$ cat src/hdl/kev_pkg.sv
// ----------------------------------------------------------------------------
// kev_pkg - shared types and constants of the key event detector
// Level and event codes, input selector codes, register indexes, the result
// entry type and the command/status bundles between controller and datapath.
// ----------------------------------------------------------------------------
`default_nettype none

package kev_pkg;

  // Results held for one item; events of a scan past a full buffer are dropped.
  localparam int unsigned MAX_RES = 8;
  localparam int unsigned RES_IW  = 3;  // index into result buffer
  localparam int unsigned RES_CW  = 4;  // fill count, 0..MAX_RES

  // Configuration register indexes.
  localparam logic [2:0] REG_DEBOUNCE = 3'd0;
  localparam logic [2:0] REG_ACCEPT   = 3'd1;
  localparam logic [2:0] REG_DOUBLE   = 3'd2;
  localparam logic [2:0] REG_LONG     = 3'd3;
  localparam logic [2:0] REG_REPEAT   = 3'd4;
  localparam logic [2:0] REG_IDLE     = 3'd5;

  // Register reset values.
  localparam logic [15:0] RST_DEBOUNCE = 16'd20;
  localparam logic [15:0] RST_ACCEPT   = 16'd120;
  localparam logic [15:0] RST_DOUBLE   = 16'd500;
  localparam logic [19:0] RST_LONG     = 20'd5000;
  localparam logic [15:0] RST_REPEAT   = 16'd500;
  localparam logic [19:0] RST_IDLE     = 20'd30000;

  typedef enum logic [1:0] {
    FN_TICK = 2'd0,
    FN_EDGE = 2'd1,
    FN_IDLE = 2'd2
  } func_e;

  typedef enum logic [1:0] {
    LVL_RELEASED = 2'd0,
    LVL_PRESSED  = 2'd1,
    LVL_LONG     = 2'd2
  } lvl_e;

  typedef enum logic [2:0] {
    EV_PRESS   = 3'd0,
    EV_RELEASE = 3'd1,
    EV_DOUBLE  = 3'd2,
    EV_LONG    = 3'd3,
    EV_REPEAT  = 3'd4
  } ev_e;

  typedef enum logic [2:0] {
    ST_IDLE,
    ST_CONFIRM,
    ST_HOLD,
    ST_END,
    ST_QUERY,
    ST_DRAIN
  } ctl_state_e;

  typedef struct packed {
    logic       kind;
    logic [1:0] key_num;
    ev_e        code;
    logic       idle;
  } res_t;

  // Controller -> datapath
  typedef struct packed {
    logic pin_edge;   // record a pin edge from the input beat
    logic tick;       // advance time, start a scan
    logic confirm;    // debounce phase for the current key
    logic hold;       // long/repeat phase for the current key, step key
    logic idle_init;  // start an idle query
    logic idle_step;  // check one key for idle, step key
    logic pop;        // one result beat taken
  } kev_cmd_t;

  // Datapath -> controller
  typedef struct packed {
    logic last_key;    // key counter at the last key
    logic res_empty;   // no result buffered
    logic drain_last;  // read pointer at the last buffered result
  } kev_sts_t;

endpackage

`default_nettype wire

$ cat src/hdl/key_event_detector_unit.sv
// ----------------------------------------------------------------------------
// key_event_detector_unit - debounced key events with double/long/repeat
// Per-key button event detector: pin edges, millisecond tick scans and idle
// queries in; press, release, double click, long, repeat and idle answers out.
// ----------------------------------------------------------------------------
//
//  channel   dir  handshake                     payload
//  s_axis    in   s_axis_tvalid/s_axis_tready   tuser: func; tdata: key, level
//  m_axis    out  m_axis_tvalid/m_axis_tready   tuser: kind; tdata: key, code,
//                                               idle; tlast: last result
//  cfg       in   cfg_we_i (no back-pressure)   cfg_idx_i, cfg_data_i
//
//  Sequence: a pin edge is recorded as it is taken; a tick is accepted, then
//  gets a debounce and a long/repeat step per key and a wrap-up step, then its
//  result beats; an idle query checks each key, then gives its single beat.
//  Reset: all keys released, time zero, registers at their defaults.
//  Stalls: input is taken only between items; m_axis_tready low holds the
//  buffered result until taken. A tick with no events gives no beat.
// ----------------------------------------------------------------------------
`default_nettype none

module key_event_detector_unit
  import kev_pkg::*;
#(
  parameter int unsigned KEYS = 4
) (
  input  wire logic        clk_i,
  input  wire logic        rst_ni,
  // input item
  input  wire logic        s_axis_tvalid,
  output logic             s_axis_tready,
  input  wire logic [7:0]  s_axis_tdata,   // [1:0] key_index, [2] pin_level
  input  wire logic [1:0]  s_axis_tuser,   // [1:0] func
  // result item
  output logic             m_axis_tvalid,
  input  wire logic        m_axis_tready,
  output logic [7:0]       m_axis_tdata,   // [1:0] key_number, [4:2] event_code,
                                           // [5] all_idle
  output logic             m_axis_tuser,   // [0] kind
  output logic             m_axis_tlast,
  // configuration
  input  wire logic        cfg_we_i,
  input  wire logic [2:0]  cfg_idx_i,
  input  wire logic [19:0] cfg_data_i
);

  kev_cmd_t cmd;
  kev_sts_t sts;

  kev_ctrl u_ctrl (
    .clk_i         (clk_i),
    .rst_ni        (rst_ni),
    .s_axis_tvalid (s_axis_tvalid),
    .s_axis_tready (s_axis_tready),
    .s_axis_tuser  (s_axis_tuser),
    .m_axis_tvalid (m_axis_tvalid),
    .m_axis_tready (m_axis_tready),
    .sts_i         (sts),
    .cmd_o         (cmd)
  );

  // s_axis_tdata[7:3] is padding
  kev_datapath #(
    .KEYS (KEYS)
  ) u_datapath (
    .clk_i        (clk_i),
    .rst_ni       (rst_ni),
    .cmd_i        (cmd),
    .sts_o        (sts),
    .key_index_i  (s_axis_tdata[1:0]),
    .pin_level_i  (s_axis_tdata[2]),
    .cfg_we_i     (cfg_we_i),
    .cfg_idx_i    (cfg_idx_i),
    .cfg_data_i   (cfg_data_i),
    .m_axis_tdata (m_axis_tdata),
    .m_axis_tuser (m_axis_tuser),
    .m_axis_tlast (m_axis_tlast)
  );

endmodule

`default_nettype wire

$ cat src/hdl/kev_ctrl.sv
// ----------------------------------------------------------------------------
// kev_ctrl - sequencing state machine
// Takes input beats, walks the keys in two phases per key for a tick or one
// phase per key for an idle query, then drains the result buffer.
// ----------------------------------------------------------------------------
`default_nettype none

module kev_ctrl
  import kev_pkg::*;
(
  input  wire logic       clk_i,
  input  wire logic       rst_ni,
  input  wire logic       s_axis_tvalid,
  output logic            s_axis_tready,
  input  wire logic [1:0] s_axis_tuser,
  output logic            m_axis_tvalid,
  input  wire logic       m_axis_tready,
  input  wire kev_sts_t   sts_i,
  output kev_cmd_t        cmd_o
);

  ctl_state_e state_q, state_d;
  func_e      func;

  assign func = func_e'(s_axis_tuser);

  always_ff @(posedge clk_i or negedge rst_ni) begin
    if (!rst_ni) begin
      state_q <= ST_IDLE;
    end else begin
      state_q <= state_d;
    end
  end

  always_comb begin
    state_d       = state_q;
    cmd_o         = '0;
    s_axis_tready = 1'b0;
    m_axis_tvalid = 1'b0;
    case (state_q)
      ST_IDLE: begin
        s_axis_tready = 1'b1;
        if (s_axis_tvalid) begin
          case (func)
            FN_TICK: begin
              cmd_o.tick = 1'b1;
              state_d    = ST_CONFIRM;
            end
            FN_EDGE: cmd_o.pin_edge = 1'b1;
            FN_IDLE: begin
              cmd_o.idle_init = 1'b1;
              state_d         = ST_QUERY;
            end
            default: ;  // unused selector, dropped
          endcase
        end
      end
      ST_CONFIRM: begin
        cmd_o.confirm = 1'b1;
        state_d       = ST_HOLD;
      end
      ST_HOLD: begin
        cmd_o.hold = 1'b1;
        state_d    = sts_i.last_key ? ST_END : ST_CONFIRM;
      end
      ST_END: begin
        state_d = sts_i.res_empty ? ST_IDLE : ST_DRAIN;
      end
      ST_QUERY: begin
        cmd_o.idle_step = 1'b1;
        if (sts_i.last_key) begin
          state_d = ST_DRAIN;
        end
      end
      ST_DRAIN: begin
        m_axis_tvalid = 1'b1;
        if (m_axis_tready) begin
          cmd_o.pop = 1'b1;
          if (sts_i.drain_last) begin
            state_d = ST_IDLE;
          end
        end
      end
      default: state_d = ST_IDLE;
    endcase
  end

endmodule

`default_nettype wire

$ cat src/hdl/kev_datapath.sv
// ----------------------------------------------------------------------------
// kev_datapath - time base, per-key state, configuration and result buffer
// One key is handled per command; results collect in an eight-entry buffer
// that is read out in order.
// ----------------------------------------------------------------------------
`default_nettype none

module kev_datapath
  import kev_pkg::*;
#(
  parameter int unsigned KEYS = 4
) (
  input  wire logic        clk_i,
  input  wire logic        rst_ni,
  input  wire kev_cmd_t    cmd_i,
  output kev_sts_t         sts_o,
  input  wire logic [1:0]  key_index_i,
  input  wire logic        pin_level_i,
  input  wire logic        cfg_we_i,
  input  wire logic [2:0]  cfg_idx_i,
  input  wire logic [19:0] cfg_data_i,
  output logic [7:0]       m_axis_tdata,
  output logic             m_axis_tuser,
  output logic             m_axis_tlast
);

  localparam int unsigned KW = (KEYS > 1) ? $clog2(KEYS) : 1;

  // configuration
  logic [15:0] deb_q, acc_q, dbl_q, rep_q;
  logic [19:0] long_q, idl_q;

  // time and key state
  logic [31:0]     now_q, now_d;
  lvl_e            level_q [KEYS];
  lvl_e            level_d [KEYS];
  logic [KEYS-1:0] pend_q, pend_d;
  logic [KEYS-1:0] conf_q, conf_d;
  logic [31:0]     act_q [KEYS];
  logic [31:0]     act_d [KEYS];
  logic [31:0]     lps_q [KEYS];
  logic [31:0]     lps_d [KEYS];
  logic [KW-1:0]   key_q, key_d;
  logic            idle_q, idle_d;

  // result buffer
  res_t              res_q [MAX_RES];
  logic [RES_CW-1:0] cnt_q, cnt_d;
  logic [RES_IW-1:0] rd_q, rd_d;

  logic [31:0]   act_age, lps_age;
  lvl_e          lvl_cur;
  logic          emit0, emit1, put_idle;
  ev_e           ev0, ev1;
  logic [RES_CW:0] cnt_sum;
  logic [1:0]    key_num;
  res_t          res_rd;

  assign lvl_cur = level_q[key_q];
  assign act_age = now_q - act_q[key_q];
  assign lps_age = now_q - lps_q[key_q];
  assign key_num = 2'(key_q);

  always_ff @(posedge clk_i or negedge rst_ni) begin
    if (!rst_ni) begin
      deb_q  <= RST_DEBOUNCE;
      acc_q  <= RST_ACCEPT;
      dbl_q  <= RST_DOUBLE;
      long_q <= RST_LONG;
      rep_q  <= RST_REPEAT;
      idl_q  <= RST_IDLE;
    end else if (cfg_we_i) begin
      case (cfg_idx_i)
        REG_DEBOUNCE: deb_q  <= cfg_data_i[15:0];
        REG_ACCEPT:   acc_q  <= cfg_data_i[15:0];
        REG_DOUBLE:   dbl_q  <= cfg_data_i[15:0];
        REG_LONG:     long_q <= cfg_data_i;
        REG_REPEAT:   rep_q  <= cfg_data_i[15:0];
        REG_IDLE:     idl_q  <= cfg_data_i;
        default: ;
      endcase
    end
  end

  always_comb begin
    now_d    = now_q;
    level_d  = level_q;
    pend_d   = pend_q;
    conf_d   = conf_q;
    act_d    = act_q;
    lps_d    = lps_q;
    key_d    = key_q;
    idle_d   = idle_q;
    rd_d     = rd_q;
    emit0    = 1'b0;
    emit1    = 1'b0;
    ev0      = EV_PRESS;
    ev1      = EV_DOUBLE;
    put_idle = 1'b0;

    if (cmd_i.pin_edge) begin
      for (int i = 0; i < KEYS; i++) begin
        if (int'(key_index_i) == i) begin
          act_d[i]   = now_q;
          level_d[i] = pin_level_i ? LVL_RELEASED : LVL_PRESSED;
          pend_d[i]  = 1'b1;
        end
      end
    end

    if (cmd_i.tick) begin
      now_d = now_q + 32'd1;
      key_d = '0;
      rd_d  = '0;
    end

    if (cmd_i.confirm && pend_q[key_q]) begin
      if (act_age >= {16'd0, acc_q}) begin
        pend_d[key_q] = 1'b0;  // stale, dropped unconfirmed
      end else if (act_age >= {16'd0, deb_q}) begin
        pend_d[key_q] = 1'b0;
        case (lvl_cur)
          LVL_PRESSED: begin
            conf_d[key_q] = 1'b1;
            emit0         = 1'b1;
            ev0           = EV_PRESS;
            if (lps_age < {16'd0, dbl_q}) begin
              // double click; push stamp back so a third press is plain
              emit1         = 1'b1;
              ev1           = EV_DOUBLE;
              lps_d[key_q]  = now_q - {16'd0, dbl_q};
            end else begin
              lps_d[key_q] = now_q;
            end
          end
          LVL_RELEASED: begin
            if (conf_q[key_q]) begin
              conf_d[key_q] = 1'b0;
              emit0         = 1'b1;
              ev0           = EV_RELEASE;
            end
          end
          default: ;
        endcase
      end
    end

    if (cmd_i.hold) begin
      key_d = key_q + KW'(1);
      case (lvl_cur)
        LVL_PRESSED: begin
          if (act_age >= {12'd0, long_q}) begin
            level_d[key_q] = LVL_LONG;
            act_d[key_q]   = now_q;
            emit0          = 1'b1;
            ev0            = EV_LONG;
          end
        end
        LVL_LONG: begin
          if (act_age >= {16'd0, rep_q}) begin
            act_d[key_q] = now_q;
            emit0        = 1'b1;
            ev0          = EV_REPEAT;
          end
        end
        default: ;
      endcase
    end

    if (cmd_i.idle_init) begin
      idle_d = 1'b1;
      key_d  = '0;
      rd_d   = '0;
    end

    if (cmd_i.idle_step) begin
      idle_d   = idle_q & (act_age >= {12'd0, idl_q});
      key_d    = key_q + KW'(1);
      put_idle = 1'b1;  // entry 0 rewritten each step, final one stays
    end

    if (cmd_i.pop) begin
      rd_d = rd_q + RES_IW'(1);
    end
  end

  // fill count saturates: overflowing events are dropped
  assign cnt_sum = {1'b0, cnt_q} + (RES_CW + 1)'(emit0) + (RES_CW + 1)'(emit1);

  always_comb begin
    if (cmd_i.tick || cmd_i.idle_init) begin
      cnt_d = '0;
    end else if (put_idle) begin
      cnt_d = RES_CW'(1);
    end else if (cnt_sum > (RES_CW + 1)'(MAX_RES)) begin
      cnt_d = RES_CW'(MAX_RES);
    end else begin
      cnt_d = cnt_sum[RES_CW-1:0];
    end
  end

  always_ff @(posedge clk_i or negedge rst_ni) begin
    if (!rst_ni) begin
      now_q  <= '0;
      pend_q <= '0;
      conf_q <= '0;
      key_q  <= '0;
      idle_q <= 1'b0;
      cnt_q  <= '0;
      rd_q   <= '0;
      for (int i = 0; i < KEYS; i++) begin
        level_q[i] <= LVL_RELEASED;
        act_q[i]   <= '0;
        lps_q[i]   <= '0;
      end
    end else begin
      now_q   <= now_d;
      pend_q  <= pend_d;
      conf_q  <= conf_d;
      key_q   <= key_d;
      idle_q  <= idle_d;
      cnt_q   <= cnt_d;
      rd_q    <= rd_d;
      level_q <= level_d;
      act_q   <= act_d;
      lps_q   <= lps_d;
    end
  end

  always_ff @(posedge clk_i) begin
    for (int j = 0; j < MAX_RES; j++) begin
      if (put_idle && j == 0) begin
        res_q[j] <= '{kind: 1'b1, key_num: 2'd0, code: EV_PRESS, idle: idle_d};
      end else if (emit0 && cnt_q == RES_CW'(j)) begin
        res_q[j] <= '{kind: 1'b0, key_num: key_num, code: ev0, idle: 1'b0};
      end else if (emit1 && (cnt_q + RES_CW'(1)) == RES_CW'(j)) begin
        res_q[j] <= '{kind: 1'b0, key_num: key_num, code: ev1, idle: 1'b0};
      end
    end
  end

  assign res_rd       = res_q[rd_q];
  assign m_axis_tdata = {2'b00, res_rd.idle, res_rd.code, res_rd.key_num};
  assign m_axis_tuser = res_rd.kind;
  assign m_axis_tlast = sts_o.drain_last;

  assign sts_o.last_key   = (key_q == KW'(KEYS - 1));
  assign sts_o.res_empty  = (cnt_q == '0);
  assign sts_o.drain_last = ({1'b0, rd_q} == (cnt_q - RES_CW'(1)));

  // a pop never runs past the buffered results
  a_pop_in_range: assert property (@(posedge clk_i) disable iff (!rst_ni)
    cmd_i.pop |-> ({1'b0, rd_q} < cnt_q))
    else $error("result read beyond fill count");

  // fill count stays within the buffer
  a_cnt_bound: assert property (@(posedge clk_i) disable iff (!rst_ni)
    cnt_q <= RES_CW'(MAX_RES))
    else $error("result fill count overflow");

  // an idle query leaves exactly one result
  a_idle_one: assert property (@(posedge clk_i) disable iff (!rst_ni)
    (cmd_i.idle_step && sts_o.last_key) |=> (cnt_q == RES_CW'(1) && res_q[0].kind))
    else $error("idle query did not leave one answer");

  // a new tick empties the buffer
  a_tick_clear: assert property (@(posedge clk_i) disable iff (!rst_ni)
    cmd_i.tick |=> (cnt_q == '0 && rd_q == '0))
    else $error("scan started with stale results");

endmodule

`default_nettype wire
$ cat config.mk
export PLATFORM = sky130hd
export DESIGN_NAME = key_event_detector_unit
export DESIGN_NICKNAME = d
export VERILOG_FILES = /design/src/hdl/kev_pkg.sv /design/src/hdl/key_event_detector_unit.sv /design/src/hdl/kev_ctrl.sv /design/src/hdl/kev_datapath.sv
export SDC_FILE = /design/constraint.sdc
export NUM_CORES = 1
export LEC_CHECK = 0
export ABC_AREA = 1
export BUFFER_PORTS_ARGS = -buffer_cell sky130_fd_sc_hd__clkbuf_2
export CAP_MARGIN = 20
export CORE_MARGIN = 2
export CORE_UTILIZATION = 45
export CTS_CLUSTER_SIZE = 20
export DETAILED_ROUTE_END_ITERATION = 6
export PLACE_DENSITY = 0.66
export SYNTH_ARGS = -nofsm -noshare
export SYNTH_HDL_FRONTEND = slang
export SYNTH_SLANG_ARGS = --single-unit
$ cat constraint.sdc
create_clock -name clk_i -period 18.6 [get_ports clk_i]
set_input_delay 1.86 -clock clk_i [delete_from_list [all_inputs] [get_ports clk_i]]
set_output_delay 1.86 -clock clk_i [all_outputs]
set_load 0.02 [all_outputs]
==> impl_results.md <==
* Routed vias at 31720
* Tot GR Track Use at 29.18%
* Clk_skew at 0.02821 ns
* Max Buffers Root-to-Sink at 3
* N_diodes at 0
* Clk_lat worst skew at 0.62 ns
* Routed WL at 110200 um
* First-pass GRT wire length at 171200 um
* Status: complete, no violations
* Pwr/cell area at 178.9 mW/mm^2
* F_max at 131.4 MHz
* Synth warnings at 0
* Hold WS at approximately 0.48 ns
* Minimum clock period at ~7.6 ns
* Most common cell on crit path: nand2_1
* TNS Setup at 0 ns
* Vias in the first global route at 29250
* Largest net degree at the start of global routing at 92
* Reg2reg setup slack at 10.99 ns
* Mapped Cells at 4779
* Initial antenna violation count at 1
* Design area at 0.03538 mm^2
* Critical Path RT at 19.03 ns
* Post-synth EDFFs at 39
* CTS buffer count at between 50 and 60
* RSZ-0062 raised after global routing: no
* Drc violations at 0
* Worst rel slew slack at 18.94%
* CP Depth at 25
* Max incr delay on CP at 0.85 ns
* Post-CTS Setup Repair Bufs at 0
* Crit path kind: flop to flop
* Final cycle utilization of the critical path at 40.93%
* CTS Hold Buffers Added at 0
* Clk sinks at roughly 460
* Ys async rst share at 90.93%
* Critical path endpoint: u_datapath.act_q[126]
* Initial DRC count at 3275
* First-pass DRT Iterations at 7
* FF-to-FF path depth at 25
* CTS tree: yes
* Syn Std Cell Area at 0.03293 mm^2
* Post_cts resized at 0
* Core Util, Final at 48.65%
* Netlist cell types at 59
* Mean post-synth cell area at a little under 7 um^2
* Grt total ovfl at 0
* H-tree depth at 2
* #FFs+latches synth at 463
* Finish-stage setup viols at 0
* Worst path slowest cell: a21boi_0
* Die X at 274.5 um
* Hold Path Class: flop to flop
* Synth area leader: dfrtp_1
* Fraction of layout cells with a size suffix above 1 at 5.820%
* Via density at ~5.6
* Starting Density at 45.29%
* IO Pins at 50
* Pins Over Slew Limit at 0
* Tot Pwr at 6.329 mW
* Dominant synthesized flop cell: dfrtp_1
* Die Span Y at 274.5 um
* R2R Path Start: u_datapath.key_num[0]
* Reg-to-Reg End: u_datapath.act_q[126]
* Worst-path clk slew at 0.06 ns
* Endpoint class of the critical path: flop
* Crit-path leading delay family: simple AND/OR/NAND/NOR gates
* Max VDD drop at between 0.1 and 0.15 mV
* Post-route ant nets at 0
* Final nets at approximately 5000
* Max-cap viol count at 0
* Seq/Total Area, Yosys at 35.84%
* Critical Path Start: u_datapath.key_num[0]
* Die footprint at between 0.07 and 0.08 mm^2
* Clk root buf: clkbuf_16
* WL/cell at 19.39 um
* Final Hold Viols at 0
* RD Place Congestion at ~1.0
* Startpoint types: flop
* List of most frequent post-synthesis cells: 1704 x nand2_1, 531 x o21ai_0, 491 x inv_1
* Area contributors post-synth: dfrtp_1 30%, nand2_1 19%, o21ai_0 8.1%, ha_1 7.5%, inv_1 5.6%
* Buf+Inv Stages, Crit Path at 5
* Worst slew pin tran at 1.203 ns
* Detailed Place HPWL at 74590 um
* Syn-to-layout area delta at 7.416%
* Port Buffers at 42
* Count leader, synth: nand2_1
* Placed Area at 0.03365 mm^2
* Rows at 99
* Synth top area share at 29.71%
* CP arrival at 8.04 ns
* P_leak at 17.61 nW
* Worst-path fanout max at 68
* Core ar. at roughly 0.073 mm^2
[state kept, by name, summed over array words and instances, names as in the netlist, named ones only]
register and count:
u_datapath.act_q 128, u_datapath.lps_q 128, u_datapath.res_q 42, u_datapath.now_q 32, u_datapath.idl_q 20, u_datapath.long_q 20
u_datapath.acc_q 16, u_datapath.dbl_q 16, u_datapath.deb_q 16, u_datapath.rep_q 16, u_datapath.level_q 8, u_datapath.cnt_q 4
u_datapath.pend_q 4, u_ctrl.state_q 3, u_datapath.rd_q 3, u_datapath.key_num 2, u_datapath.idle_q 1
[worst register-to-register path, stage by stage, from the launching register on]
cell      delay (ns)
dfrtp_4         0.53
inv_4           0.23
buf_4           0.71
nand2_1         0.17
a32o_1          0.35
ha_1            0.41
nand2_2         0.11
nor2_1          0.25
nand2_1         0.12
inv_1           0.06
nand2_1         0.06
nand2_2         0.10
xor2_1          0.66
ha_1            0.37
nand2_1         0.07
a21oi_1         0.06
a211oi_1        0.16
a21boi_0        0.85
nand3_1         0.18
nand2_1         0.10
inv_1           0.05
nand2_1         0.33
nand2_4         0.56
buf_4           0.65
nand2_1         0.22
o21ai_0         0.12
[through the flow]
stage	setup WS (ns)	std cells
3_5_place_dp	11.13	5590
4_1_cts	11.10	5683
2_1_floorplan	12.65	4780
6_report	10.99	5684
3_3_place_gp	11.18	5590
5_1_grt	10.56	5684
[per-layer routing]
layer,up-vias,global-route usage [%],share of wire [%]
met3,214,4.443,8.1
met1,14940,41.04,44
met2,1234,45.85,44
met4,0,9.897,3.4
met5,-,0,0
li1,15330,-,-
[power by group]
group | internal [mW] | total, mW | switching (mW) | leakage (nW)
clock | 0.614 | 1.06 | 0.446 | 0.828
sequential | 1.22 | 1.34 | 0.123 | 5.85
combinational | 1.27 | 3.93 | 2.66 | 10.9
total | 3.10 | 6.33 | 3.23 | 17.6
[final cells by class]
cell class / count / area [um^2]
inverters: 515 / 1943
repair buffers: 83 / 531.8
flip-flops and latches: 463 / 11810
well taps: 959 / 1200
clock inverters: 15 / 168.9
multi-input cells: 3571 / 18170
clock buffers: 78 / 1550
fillers: 7299 / 37330
[logic make-up (layout without fill, tap and decap cells)]
logic type               Yosys count  in the layout  share of synthesized area [%]
buffers and inverters            746            691                          9.133
XOR/XNOR                          92             92                          2.447
AND/OR/NAND/NOR                 2344           2344                          28.99
flip-flops                       463            463                          35.84
AO/OA/AOI/OAI                    920            920                          15.49
other                              1              2                        0.01139
adder cells (fa/ha/maj)          201            201                          7.727
multiplexers                      12             12                         0.3647
[worst min path at each step]
stage               slack [ns]              startpoint  cells past startpoint                      to
detailed placement        0.46    u_datapath.lps_q[64]                      2    u_datapath.lps_q[64]
global route              0.49    u_datapath.lps_q[84]                      2    u_datapath.lps_q[84]
floorplan                 0.44  u_datapath.res_q[4][2]                      2  u_datapath.res_q[4][2]
global placement          0.46    u_datapath.lps_q[64]                      2    u_datapath.lps_q[64]
finish                    0.48    u_datapath.lps_q[80]                      2    u_datapath.lps_q[80]
CTS                       0.48    u_datapath.lps_q[12]                      2    u_datapath.lps_q[12]
[layout by cell type (no fill, tap or decap), drive strengths merged, types with 6 or more instances in the layout]
cell type,n
nor3,43
nand2,1718
o211ai,21
dfstp,30
inv,509
edfxtp,39
dfrtp,391
ha,197
buf,42
xnor2,15
mux2i,12
clkbuf,119
a21oi,182
o21ai,599
nand3b,10
o22ai,9
nand3,228
xor2,77
clkinvlp,6
a32o,60
a211oi,6
o21bai,7
nand4,44
a31oi,17
nor4,11
clkinv,12
nor2,280
No activity file was read; power rests on OpenSTA's default activity.
